==> src/rtl/ncmc_pkg.sv <==
// Shared constants and types for the nanosecond / counter-tick converter.
package ncmc_pkg;

  // Direction codes carried on op
  localparam logic OP_NS_TO_CNT = 1'b0;
  localparam logic OP_CNT_TO_NS = 1'b1;

  // Nanoseconds in one second
  localparam logic [31:0] NS_PER_SEC = 32'd1_000_000_000;

  // Operand and product widths
  localparam int unsigned VAL_W   = 64;
  localparam int unsigned FACT_W  = 32;
  localparam int unsigned PROD_W  = VAL_W + FACT_W;
  localparam int unsigned ACC_W   = PROD_W + FACT_W;

  // One quotient bit is settled per division cell
  localparam int unsigned DIV_STEPS = PROD_W;

  // Payload handed from stage to stage along the division chain.
  // acc holds {partial remainder, unconsumed dividend bits, quotient bits}.
  typedef struct packed {
    logic              div_zero;
    logic [ACC_W-1:0]  acc;
    logic [FACT_W-1:0] divisor;
  } ncmc_work_t;

endpackage

==> src/rtl/ncmc_cell.sv <==
// One restoring-division cell: settles a single quotient bit and passes the item on.
module ncmc_cell (
  input  logic                 clk_i,
  input  logic                 rst_ni,
  input  logic                 vld_i,
  input  ncmc_pkg::ncmc_work_t work_i,
  output logic                 vld_o,
  output ncmc_pkg::ncmc_work_t work_o
);
  import ncmc_pkg::*;

  logic [FACT_W:0]   trial;
  logic [FACT_W:0]   diff;
  logic              qbit;
  logic [FACT_W-1:0] rem_d;
  logic              vld_q;
  ncmc_work_t        work_q;

  // Shift in the next dividend bit and try the subtraction
  always_comb begin
    trial = {work_i.acc[ACC_W-1:PROD_W], work_i.acc[PROD_W-1]};
    diff  = trial - {1'b0, work_i.divisor};
    qbit  = (trial >= {1'b0, work_i.divisor});
    rem_d = qbit ? diff[FACT_W-1:0] : trial[FACT_W-1:0];
  end

  always_ff @(posedge clk_i or negedge rst_ni) begin
    if (!rst_ni) begin
      vld_q <= 1'b0;
    end else begin
      vld_q <= vld_i;
    end
  end

  // Advance the item with the new remainder and quotient bit
  always_ff @(posedge clk_i) begin
    work_q.div_zero <= work_i.div_zero;
    work_q.acc      <= {rem_d, work_i.acc[PROD_W-2:0], qbit};
    work_q.divisor  <= work_i.divisor;
  end

  assign vld_o  = vld_q;
  assign work_o = work_q;

endmodule

==> config.mk <==
export PLATFORM = sky130hd
export DESIGN_NAME = ncmc_cell
export DESIGN_NICKNAME = d
export VERILOG_FILES = /design/src/rtl/ncmc_pkg.sv /design/src/rtl/ncmc_cell.sv
export SDC_FILE = /design/constraint.sdc
export NUM_CORES = 1
export LEC_CHECK = 0
export ABC_AREA = 1
export BUFFER_PORTS_ARGS = -buffer_cell sky130_fd_sc_hd__buf_2
export CORE_AREA = 2 2 128 130
export CTS_CLUSTER_SIZE = 20
export DETAILED_ROUTE_END_ITERATION = 10
export DIE_AREA = 0 0 130 132
export PLACE_DENSITY = 0.73
export SLEW_MARGIN = 20
export SYNTH_ARGS = -nofsm -noshare
export SYNTH_HDL_FRONTEND = slang
export SYNTH_SLANG_ARGS = --single-unit
==> constraint.sdc <==
create_clock -name clk_i -period 0.8 [get_ports clk_i]
set_input_delay 0 -clock clk_i [delete_from_list [all_inputs] [get_ports clk_i]]
set_output_delay 0 -clock clk_i [all_outputs]
set_load 0.05 [all_outputs]
==> results of run 1 <==
-- cell families after synthesis --
logic type / synth area share [%]
flip-flops: 50.4
adder cells (fa/ha/maj): 6.53
AO/OA/AOI/OAI: 1.90
buffers and inverters: 10.1
XOR/XNOR: 1.90
AND/OR/NAND/NOR: 29.1
-- Yosys cell counts, drive strengths merged --
library cell | instances | area, um2
a21oi | 21 | 105
and2 | 8 | 50.1
buf | 10 | 81.3
dfrtp | 1 | 25.0
dfxtp | 161 | 3220
fa | 1 | 20.0
ha | 32 | 400
inv | 152 | 571
nand2 | 282 | 1090
nand3 | 68 | 420
nand3b | 10 | 75.1
nand4 | 2 | 12.5
nor2 | 40 | 170
nor3 | 8 | 50.1
o21ai | 2 | 10.0
o21bai | 1 | 7.51
or2 | 1 | 6.26
xnor2 | 1 | 8.76
xor2 | 13 | 114
-- metrics by stage --
step,instances,setup slack [ns],area [um2]
2_1_floorplan,814,-0.564,6900
3_3_place_gp,1441,-0.901,9490
3_5_place_dp,1441,-0.946,9490
4_1_cts,1661,-0.324,14100
-- repair_timing --
item | in CTS
resized for setup | 794
endpoints found under the setup margin | 195
hold buffers | 164
buffers inserted | 23
cloned | 1
hold endpoints to repair | 162
pin swaps | 82
-- layer usage --
metal | global-route usage (%) | GRT overflow
met1 | 68.6 | 0
met2 | 90.2 | 2
met3 | 53.9 | 0
met4 | 72.7 | 2
met5 | 10.6 | 0
==> results.json, run 1 <==
{
  "error_message": "[ERROR GRT-0232] Routing congestion too high. Check the congestion heatmap in the GUI.",
  "ys_seq_area_share_pct": 50.4,
  "synth_area_per_cell_um2": 7.91,
  "status": "aborted with a tool error",
  "grt_usage_pct": 70.7,
  "gp_congestion": 0.937,
  "rows": 46,
  "ys_types": 30,
  "start_util_pct": 41.0,
  "syn_area_mm2": 0.00644,
  "grt_max_degree": 25,
  "dp_hpwl_um": 19000,
  "die_w_um": 130,
  "cts_buffers": 17,
  "stop_stage": "5_1_grt",
  "ys_ff_latch": 162,
  "cts-root-buf": "clkbuf_16",
  "overflow": 4,
  "clk_path_buf_depth": 2,
  "port_buffers": 325,
  "htreeDepth": 4,
  "ys_warn_count": 0,
  "worst_endpoint_kind": "register data pin",
  "die_y_um": 132,
  "netlist_instances": 814,
  "io_pins": 326,
  "cts_num_sinks": 162,
  "synth_nets": 1011,
  "crit_endpoint": "work_o[141]$_DFF_P_/D"
}
==> run 2, diff against run 1 <==
Settings changed: CORE_AREA 2 2 128 130 to not set, CORE_MARGIN set to 1, CORE_UTILIZATION set to 29, CTS_CLUSTER_SIZE 20 to not set, DIE_AREA 0 0 130 132 to not set, PLACE_DENSITY 0.73 to not set, PLACE_DENSITY_LB_ADDON set to 0.15.
==> run 2 against run 1 <==
Net effect:
- the flow now finishes, with violations (setup timing)
- synthesized area is the same
- synthesized cell count did not move
==> results.json, run 2 <==
{
  "setup_tns_ns": -29.73,
  "start_util_pct": 29.5,
  "critPathKind": "in2reg",
  "die_w_um": 151,
  "rsz0062_at_grt": "true",
  "netSwitchingFraction_pct": 35.6,
  "core_area_mm2": 0.0218,
  "htreeDepth": 4,
  "hp-class": "in2reg",
  "cts_num_sinks": 162,
  "drt-pass1-iter-count": 5,
  "crit_start": "work_i[25]",
  "crit_path_max_fanout": 7,
  "clk_path_buf_depth": 2,
  "most-common-layout-cells": "nand2_1, dlygate4sd3_1, dfxtp_2, buf_2, buf_8",
  "synth_fa_ha_area_share_pct": 6.53,
  "final_nets": 1630,
  "cts_tree": "built",
  "netlist.area_leader.share_pct": 50.0,
  "status": "complete, but fails checks",
  "ir_drop_mv": 1.05,
  "whs_ns": 0.00807,
  "synth_area_per_cell_um2": 7.91,
  "area_delta_synth_final_pct": 124,
  "ys_warn_count": 0,
  "worst_slew_margin_rel_pct": 81.4,
  "finalCritPeriodShare_pct": 148,
  "rows": 54,
  "worstPathRequired_ns": 1.12,
  "synth-compound-area-share_pct": 1.90,
  "ys_ff_latch": 162,
  "die_y_um": 151,
  "drv_slew": 0,
  "ys_seq_area_share_pct": 50.4,
  "grt_antenna_before_repair": 2,
  "ys_types": 30,
  "port_buffers": 325,
  "tightest_slew_ns": 0.277,
  "final_cell_area_mm2": 0.0144,
  "grt_max_degree": 27,
  "setup_viol": 195,
  "p_total_mw": 27.2,
  "cts-root-buf": "clkbuf_16",
  "worstSetupStartpointType": "input pin",
  "critPathCapture": "work_o[141]",
  "grt_pass1_wl_um": 38300,
  "seq_power_share_pct": 34.3,
  "io_pins": 326,
  "synthSimpleGateAreaFrac_pct": 29.1,
  "grt_usage_pct": 22.4,
  "fillers": 1739,
  "layout-drive-gt1-share_pct": 59.4,
  "cts_buffers": 17,
  "p_int_mw": 17.5,
  "violations": "setup timing",
  "combPwrFrac_pct": 35.6,
  "grt_pass1_vias": 7240,
  "cellPowerDensity_mw_per_mm2": 1880,
  "drtIter0Drc": 219,
  "yosysMostFrequentCell": "nand2_1",
  "viasPerCell": 4.25,
  "postLayoutSetupSlackWorst_ns": -0.387,
  "ant_nets": 0,
  "clkPwrFrac_pct": 30.1,
  "fmax_ghz": 0.842,
  "placed_cell_area_mm2": 0.00952,
  "clkTransAtPathRegs_ns": 0.07,
  "muxShareOfSynthArea_pct": 0,
  "yosys.area.top_type": "dfxtp_1",
  "worstPathArrival_ns": 1.50,
  "dieArea_mm2": 0.0228,
  "synth.area.top_cells": "dfxtp_1, nand2_1, inv_1",
  "leakagePower_nw": 7.09,
  "mostFrequentLayoutCell": "nand2_1",
  "synth-xor-area-share_pct": 1.90,
  "synth_nets": 1011,
  "drt-wirelength-per-cell_um": 16.5,
  "syn_area_mm2": 0.00644,
  "drc": 0,
  "maxCapViolCount": 0,
  "period_needed_ns": 1.19,
  "drt-total-wl_um": 28500,
  "synth_flop_cell": "dfxtp_1",
  "synth_top_family_by_area": "simple AND/OR/NAND/NOR gates",
  "timing_hold_violations_final": 0,
  "p_sw_mw": 9.68,
  "netlist_instances": 814,
  "crit_path_end_kind": "flop",
  "dp_hpwl_um": 18500,
  "largest_register_ff_count": 161,
  "route.vias.total": 7341,
  "overflow": 0,
  "synth_edf_count": 0,
  "netlist_top_cells_count": "nand2_1, dfxtp_1, inv_1",
  "gp_congestion": 0.850,
  "ys_async_sr_fraction_pct": 0.617
}
==> run 2: cell counts after synthesis <==
Identical to the previous run, type by type.
==> run 2: timing repair <==
action,CTS,global route
setup endpoints to repair,195,195
setup buffers,23,2
gates resized for setup,282,683
hold buffers,162,1
pin swaps,23,22
gates cloned,2,2
hold endpoints to repair,162,1
==> run 2: area by class of cell <==
| type | instances | area (um2) | share of cell area, % |
|---|---|---|---|
| Timing Repair Buffer | 610 | 6020 | 41.6 |
| Multi-Input combinational cell | 490 | 3460 | 23.9 |
| Sequential cell | 162 | 3450 | 23.9 |
| Inverter | 152 | 586 | 4.05 |
| Clock buffer | 17 | 425 | 2.94 |
| Tap cell | 280 | 350 | 2.42 |
| Clock inverter | 15 | 161 | 1.12 |
| Antenna cell | 1 | 2.50 | 0.0173 |
==> run 2: logic make-up (layout without fill, tap and decap cells) <==
| logic type | after synthesis | count (layout) |
|---|---|---|
| simple gates | 419 | 419 |
| flops | 162 | 162 |
| buf+inv | 162 | 794 |
| fa+ha+maj | 33 | 33 |
| compound gates | 24 | 24 |
| xor+xnor | 14 | 14 |
| other cells | 0 | 1 |
==> run 2: metal layers <==
layer,track usage (%),up-vias,routed length (um)
met4,10.3,2,1030
met1,24.4,3340,11000
met5,0,-,18
met3,5.42,54,1790
met2,40.8,238,14700
li1,-,3707,-
==> run 2: power by group through the flow <==
stage | sequential, mW | clock (mW) | combinational (mW)
after global placement | 9.08 | 0 | 6.92
final | 9.32 | 8.18 | 9.67
after CTS | 9.00 | 8.38 | 8.44
after global routing | 9.37 | 8.73 | 10.2
after detailed placement | 9.08 | 0 | 6.94
after floorplan | 11.5 | 0 | 2.16
==> run 2: worst min path at each step <==
stage                startpoint     endpoint  slack (ns)  cells after the start
floorplan                rst_ni        vld_o       -0.30                      0
global route        work_i[133]  work_o[134]        0.02                      5
CTS                  work_i[18]   work_o[18]       -0.32                      1
detailed placement       rst_ni        vld_o       -0.22                      1
global placement         rst_ni        vld_o       -0.23                      1
finish              work_i[149]  work_o[150]       0.008                      5
==> run 2: through the flow <==
stage / setup slack [ns] / cells / util (%)
floorplan: -0.564 / 814 / -
global placement: -0.936 / 1502 / 43.6
detailed placement: -0.918 / 1502 / 43.6
CTS: -0.345 / 1721 / 58.6
global route: -0.476 / 1727 / 66.2
finish: -0.387 / 1727 / 66.2
==> run 2: critical path, stage by stage <==
cell,delay (ns)
buf_2,0.10
inv_1,0.10
ha_4,0.23
nand2_2,0.11
nor2_4,0.04
nand2_2,0.10
buf_6,0.12
a21oi_4,0.03
nor2_4,0.22
nand2_8,0.13
clkbuf_16,0.19
nand2_1,0.06
nand2_1,0.04
Power figures use the tool's default switching activity.
==> run 3, diff against run 2 <==
Settings changed: PLACE_DENSITY set to 0.61, PLACE_DENSITY_LB_ADDON 0.15 to not set.
==> run 3 against run 2 <==
Net effect:
- the run still ends with setup timing left
- clock power up 1%
- design area is 1.3% higher
- via count increased by 2.5%
- core utilization up 0.88 points
- worst hold slack improved by 0.028 ns
- combinational power hardly changed
- final cell count is 0.35% higher
- critical path type unchanged
- largest power group unchanged
- highest routed layer unchanged
==> results.json, run 3 (synthesis gave the netlist of run 2 again) <==
{
  "drv_slew": 0,
  "min-delay-start": "work_i[146]",
  "cpMostUsedCell": "nand2_1",
  "p_total_mw": 27.6,
  "crit_chain": "buf_6 > inv_6 > ha_4 > nand2_2 > nand2_1 > nand2_2 > nand2_1 > nand2_1 > nand3_2 > nand2_2 > nand2_2 > nand2_4 > nand2_8 > buf_12 > nand2_1 > nand2_1",
  "gp_congestion": 0.884,
  "crit_path_max_fanout": 12,
  "wl_met1_um": 11100,
  "drt-total-wl_um": 29800,
  "dp_hpwl_um": 19500,
  "dieArea_mm2": 0.0228,
  "rows": 54,
  "port_buffers": 325,
  "setup_viol": 195,
  "tightest_slew_ns": 0.239,
  "grt_pass1_wl_um": 42000,
  "clkTransAtPathRegs_ns": 0.07,
  "crit_path_end_kind": "flop",
  "postLayoutSetupSlackWorst_ns": -0.380,
  "grt_pass1_vias": 7797,
  "register_area_mm2": 0.00345,
  "crit_path_max_incr_delay_ns": 0.25,
  "htreeDepth": 4,
  "cts_buffers": 17,
  "post-route-util_pct": 67.1,
  "crit_start": "work_i[2]",
  "cts_num_sinks": 162,
  "layout-drive-gt1-share_pct": 61.5,
  "route.vias.total": 7521,
  "critPathTopFamily": "simple AND/OR/NAND/NOR gates",
  "status": "complete, but fails checks",
  "worst_slew_margin_rel_pct": 84.1,
  "grt_usage_pct": 24.9,
  "leakagePower_nw": 7.17,
  "die_w_um": 151,
  "mostFrequentLayoutCell": "nand2_1",
  "final_nets": 1635,
  "multi_input_area_mm2": 0.00366,
  "stdcell_count": 1733,
  "largest_register_ff_count": 161,
  "fmax_ghz": 0.847,
  "timing_hold_violations_final": 0,
  "io_pins": 326,
  "routed-wl-met3_um": 1880,
  "hp-class": "in2reg",
  "dp.cells": 1505,
  "worstSetupStartpointType": "input pin",
  "start_util_pct": 29.5,
  "fillers": 1655,
  "grt_max_degree": 19,
  "viasPerCell": 4.34,
  "most-common-layout-cells": "nand2_1, dlygate4sd3_1, dfxtp_2, buf_8, buf_2",
  "clkPwrFrac_pct": 30.0,
  "drt-wirelength-per-cell_um": 17.2,
  "cellPowerDensity_mw_per_mm2": 1890,
  "critPathBufInv": 3,
  "die_y_um": 151,
  "p_sw_mw": 9.99,
  "seq_power_share_pct": 33.8,
  "detailedPlace.worstSlack_ns": -0.936,
  "area_delta_synth_final_pct": 127,
  "ant_nets": 0,
  "critPathCapture": "work_o[138]",
  "maxCapViolCount": 0,
  "combPwrFrac_pct": 36.2,
  "cts-root-buf": "clkbuf_16",
  "worstPathArrival_ns": 1.50,
  "worstPathRequired_ns": 1.12,
  "wl_met2_um": 15800,
  "period_needed_ns": 1.18,
  "ir_drop_mv": 1.13,
  "cts_tree": "built",
  "violations": "setup timing",
  "slowest_stage": "ha_4",
  "core_area_mm2": 0.0218,
  "finalCritPeriodShare_pct": 148,
  "routed.top_layer": "met5",
  "worst-path-stages": 16,
  "drtIter0Drc": 230,
  "grt_antenna_before_repair": 5,
  "drc": 0,
  "rsz0062_at_grt": "true",
  "netSwitchingFraction_pct": 36.1,
  "overflow": 0,
  "drt-pass1-iter-count": 5,
  "p_int_mw": 17.7,
  "clk_path_buf_depth": 2,
  "critPathKind": "in2reg"
}
## run 3: changes by cell type in the layout (fill, tap and decap cells not counted), sizes merged
cell,previous run,this run
buf,445,451
clkinv,8,4
diode,1,2
inv,158,161
clkbuf,19,18
dlygate4sd3,163,164
## run 3: power groups by stage
stage | combinational (mW) | clock [mW] | sequential (mW)
floorplan | 2.16 | 0 | 11.5
global placement | 6.94 | 0 | 9.10
detailed placement | 6.99 | 0 | 9.09
CTS | 9.61 | 8.42 | 9.29
global route | 10.5 | 8.81 | 9.39
finish | 10.0 | 8.30 | 9.34
## run 3: how the worst min path moves through the flow
| stage | depth (start not counted) | to | slack (ns) |
|---|---|---|---|
| 2_1_floorplan | 0 | vld_o | -0.30 |
| 4_1_cts | 1 | work_o[0] | -0.33 |
| 5_1_grt | 5 | work_o[147] | 0.04 |
| 3_5_place_dp | 1 | vld_o | -0.22 |
| 6_report | 5 | work_o[147] | 0.04 |
| 3_3_place_gp | 1 | vld_o | -0.23 |
## run 3: area by class of cell
type,instances,area share (%)
repair buffers,615,40.9
multi-input cells,490,25.0
flip-flops and latches,162,23.6
inverters,152,4.05
clock buffers,18,2.93
well taps,280,2.39
clock inverters,14,1.07
diodes,2,0.0342
## run 3: timing repair
item                                    CTS  global route
endpoints found under the hold margin   162             2
pin swaps                               103            31
endpoints found under the setup margin  195           195
buffers inserted                         25             5
resized for setup                       825            78
hold buffers                            161             3
## run 3: tightest hold or removal path, cell delays in order
cell and delay [ns]:
buf_6 0.08, ha_4 0.17, nand2_1 0.07, nand3_2 0.06, nand2_1 0.04
## run 3: metal layers
layer	vias up	GRT usage, %
met2	252	46.8
met4	6	9.95
met1	3484	26.5
li1	3719	-
met3	60	5.84
met5	-	0
## run 3: per-stage QoR
stage	area [um2]	hold WS (ns)	TNS (ns)
5_1_grt	14600	0.0378	-37.02
4_1_cts	14300	-0.333	-29.68
2_1_floorplan	6900	-0.296	-18.15
3_5_place_dp	9540	-0.225	-29.15
3_3_place_gp	9540	-0.225	-28.56
6_report	14600	0.0362	-29.91
==> run 4, diff against run 3 <==
Settings changed: CTS_BUF_LIST set to sky130_fd_sc_hd__clkbuf_16, TNS_END_PERCENT set to 50.
==> run 4 against run 3 <==
Net effect:
- the run still ends with setup timing left
- core utilization shrank 0.52 points
- non-clock buffer count up 3
- critical path depth decreased by 1
- largest cell class unchanged
- setup slack worse by 0.076 ns
- sequential cell count unchanged
- maximum frequency fell by 6.1%
==> results.json, run 4 (synthesis gave the netlist of run 2 again) <==
{
  "status": "complete, but fails checks",
  "violations": "setup timing",
  "hp-class": "in2reg",
  "drt-pass1-iter-count": 4,
  "timing_hold_violations_final": 0,
  "crit_path_max_fanout": 8,
  "ir_drop_mv": 1.21,
  "crit_path_end_kind": "flop",
  "whs_path_depth": 5,
  "layout-drive-gt1-share_pct": 59.4,
  "start_util_pct": 29.5,
  "clk_path_buf_depth": 2,
  "area_delta_synth_final_pct": 126,
  "period_needed_ns": 1.26,
  "maxCapViolCount": 0,
  "leakagePower_nw": 7.19,
  "port_buffers": 325,
  "placed_cell_area_mm2": 0.00953,
  "htreeDepth": 4,
  "worstPathRequired_ns": 1.11,
  "critPathKind": "in2reg",
  "worst_slew_margin_rel_pct": 82.3,
  "ant_nets": 0,
  "largest_register_ff_count": 161,
  "drv_slew": 0,
  "die_y_um": 151,
  "finalCritPeriodShare_pct": 157,
  "fillers": 1644,
  "cts_buffers": 17,
  "worstSetupStartpointType": "input pin",
  "fmax_ghz": 0.796,
  "core_area_mm2": 0.0218,
  "gp_congestion": 0.875,
  "mostFrequentLayoutCell": "nand2_1",
  "route.vias.total": 7525,
  "viasPerCell": 4.33,
  "drt-wirelength-per-cell_um": 17.3,
  "clkTransAtPathRegs_ns": 0.08,
  "post-route-util_pct": 66.6,
  "dp_hpwl_um": 19400,
  "tightest_slew_ns": 0.265,
  "cts_tree": "built",
  "p_total_mw": 27.5,
  "dieArea_mm2": 0.0228,
  "cts-root-buf": "clkbuf_16",
  "grt_max_degree": 25,
  "io_pins": 326,
  "final_nets": 1639,
  "drc": 0,
  "cellPowerDensity_mw_per_mm2": 1890,
  "grt_antenna_before_repair": 3,
  "grt_pass1_vias": 7586,
  "grt_pass1_wl_um": 40300,
  "worstPathArrival_ns": 1.57,
  "rows": 54,
  "overflow": 0,
  "final_cell_area_mm2": 0.0145,
  "rsz0062_at_grt": "true",
  "die_w_um": 151,
  "setup_viol": 195,
  "postLayoutSetupSlackWorst_ns": -0.456,
  "grt_usage_pct": 23.9,
  "drtIter0Drc": 229,
  "drt-total-wl_um": 30000,
  "cts_num_sinks": 162,
  "most-common-layout-cells": "nand2_1, dlygate4sd3_1, dfxtp_2, buf_2, buf_8"
}
run 4: cell types whose count changed in the layout (fill, tap and decap cells not counted), sizes merged:
cell	previous run	this run
clkbuf	18	17
clkinvlp	1	0
buf	451	454
nand2	282	283
clkinv	4	5
inv	161	162
run 4: path summary, 6_finish.rpt:
kind / to / start / slack (ns)
setup / recovery: work_o[141] / work_i[156] / -0.46
hold / removal: work_o[158] / work_i[157] / 0.01
max in group asynchronous: vld_o / rst_ni / 0.25
min in group asynchronous: vld_o / rst_ni / 0.43
run 4: cell type report:
class	instances	area, um2	area share, %
clock buffers	17	425	2.93
repair buffers	618	6010	41.3
multi-input cells	491	3550	24.4
inverters	152	586	4.03
flip-flops and latches	162	3450	23.7
clock inverters	15	159	1.09
well taps	280	350	2.41
diodes	2	5.00	0.0345
run 4: where the power goes:
group	total, mW	switching, mW	internal [mW]
sequential	9.35	0.462	8.88
clock	8.23	4.03	4.19
combinational	9.88	5.37	4.51
run 4: repair_timing:
action / CTS / global route
gates cloned: 2 / 0
hold buffers: 163 / 1
endpoints found under the setup margin: 195 / 195
endpoints found under the hold margin: 162 / 1
buffers inserted: 26 / 10
gates resized for setup: 551 / 356
pin swaps: 76 / 15
run 4: routing by layer:
layer  up-vias  share of wire [%]  track usage, %
met5         -              0.043               0
met4         2                3.8            11.2
met3        65                6.2            5.36
met2       278                 52            44.0
met1      3457                 38            25.8
li1       3723                  -               -
run 4: metrics by stage:
step | cells | TNS [ns] | hold WS (ns) | worst slack [ns]
floorplan | 814 | -18.16 | -0.296 | -0.564
detailed placement | 1504 | -29.23 | -0.224 | -0.918
CTS | 1724 | -37.09 | -0.187 | -0.375
global placement | 1504 | -28.63 | -0.225 | -0.939
finish | 1737 | -30.66 | 0.0136 | -0.456
global route | 1736 | -38.38 | 0.0585 | -0.530
run 4: worst max-delay path, stage by stage:
cell	delay (ns)
buf_6	0.10
ha_4	0.25
buf_6	0.12
nand2_4	0.05
nor2_1	0.04
nand2_1	0.05
nor2_1	0.04
nand2_1	0.07
nand3_2	0.09
nor2_4	0.24
nand2_8	0.12
buf_12	0.15
buf_8	0.13
nand2_1	0.05
nand2_1	0.06
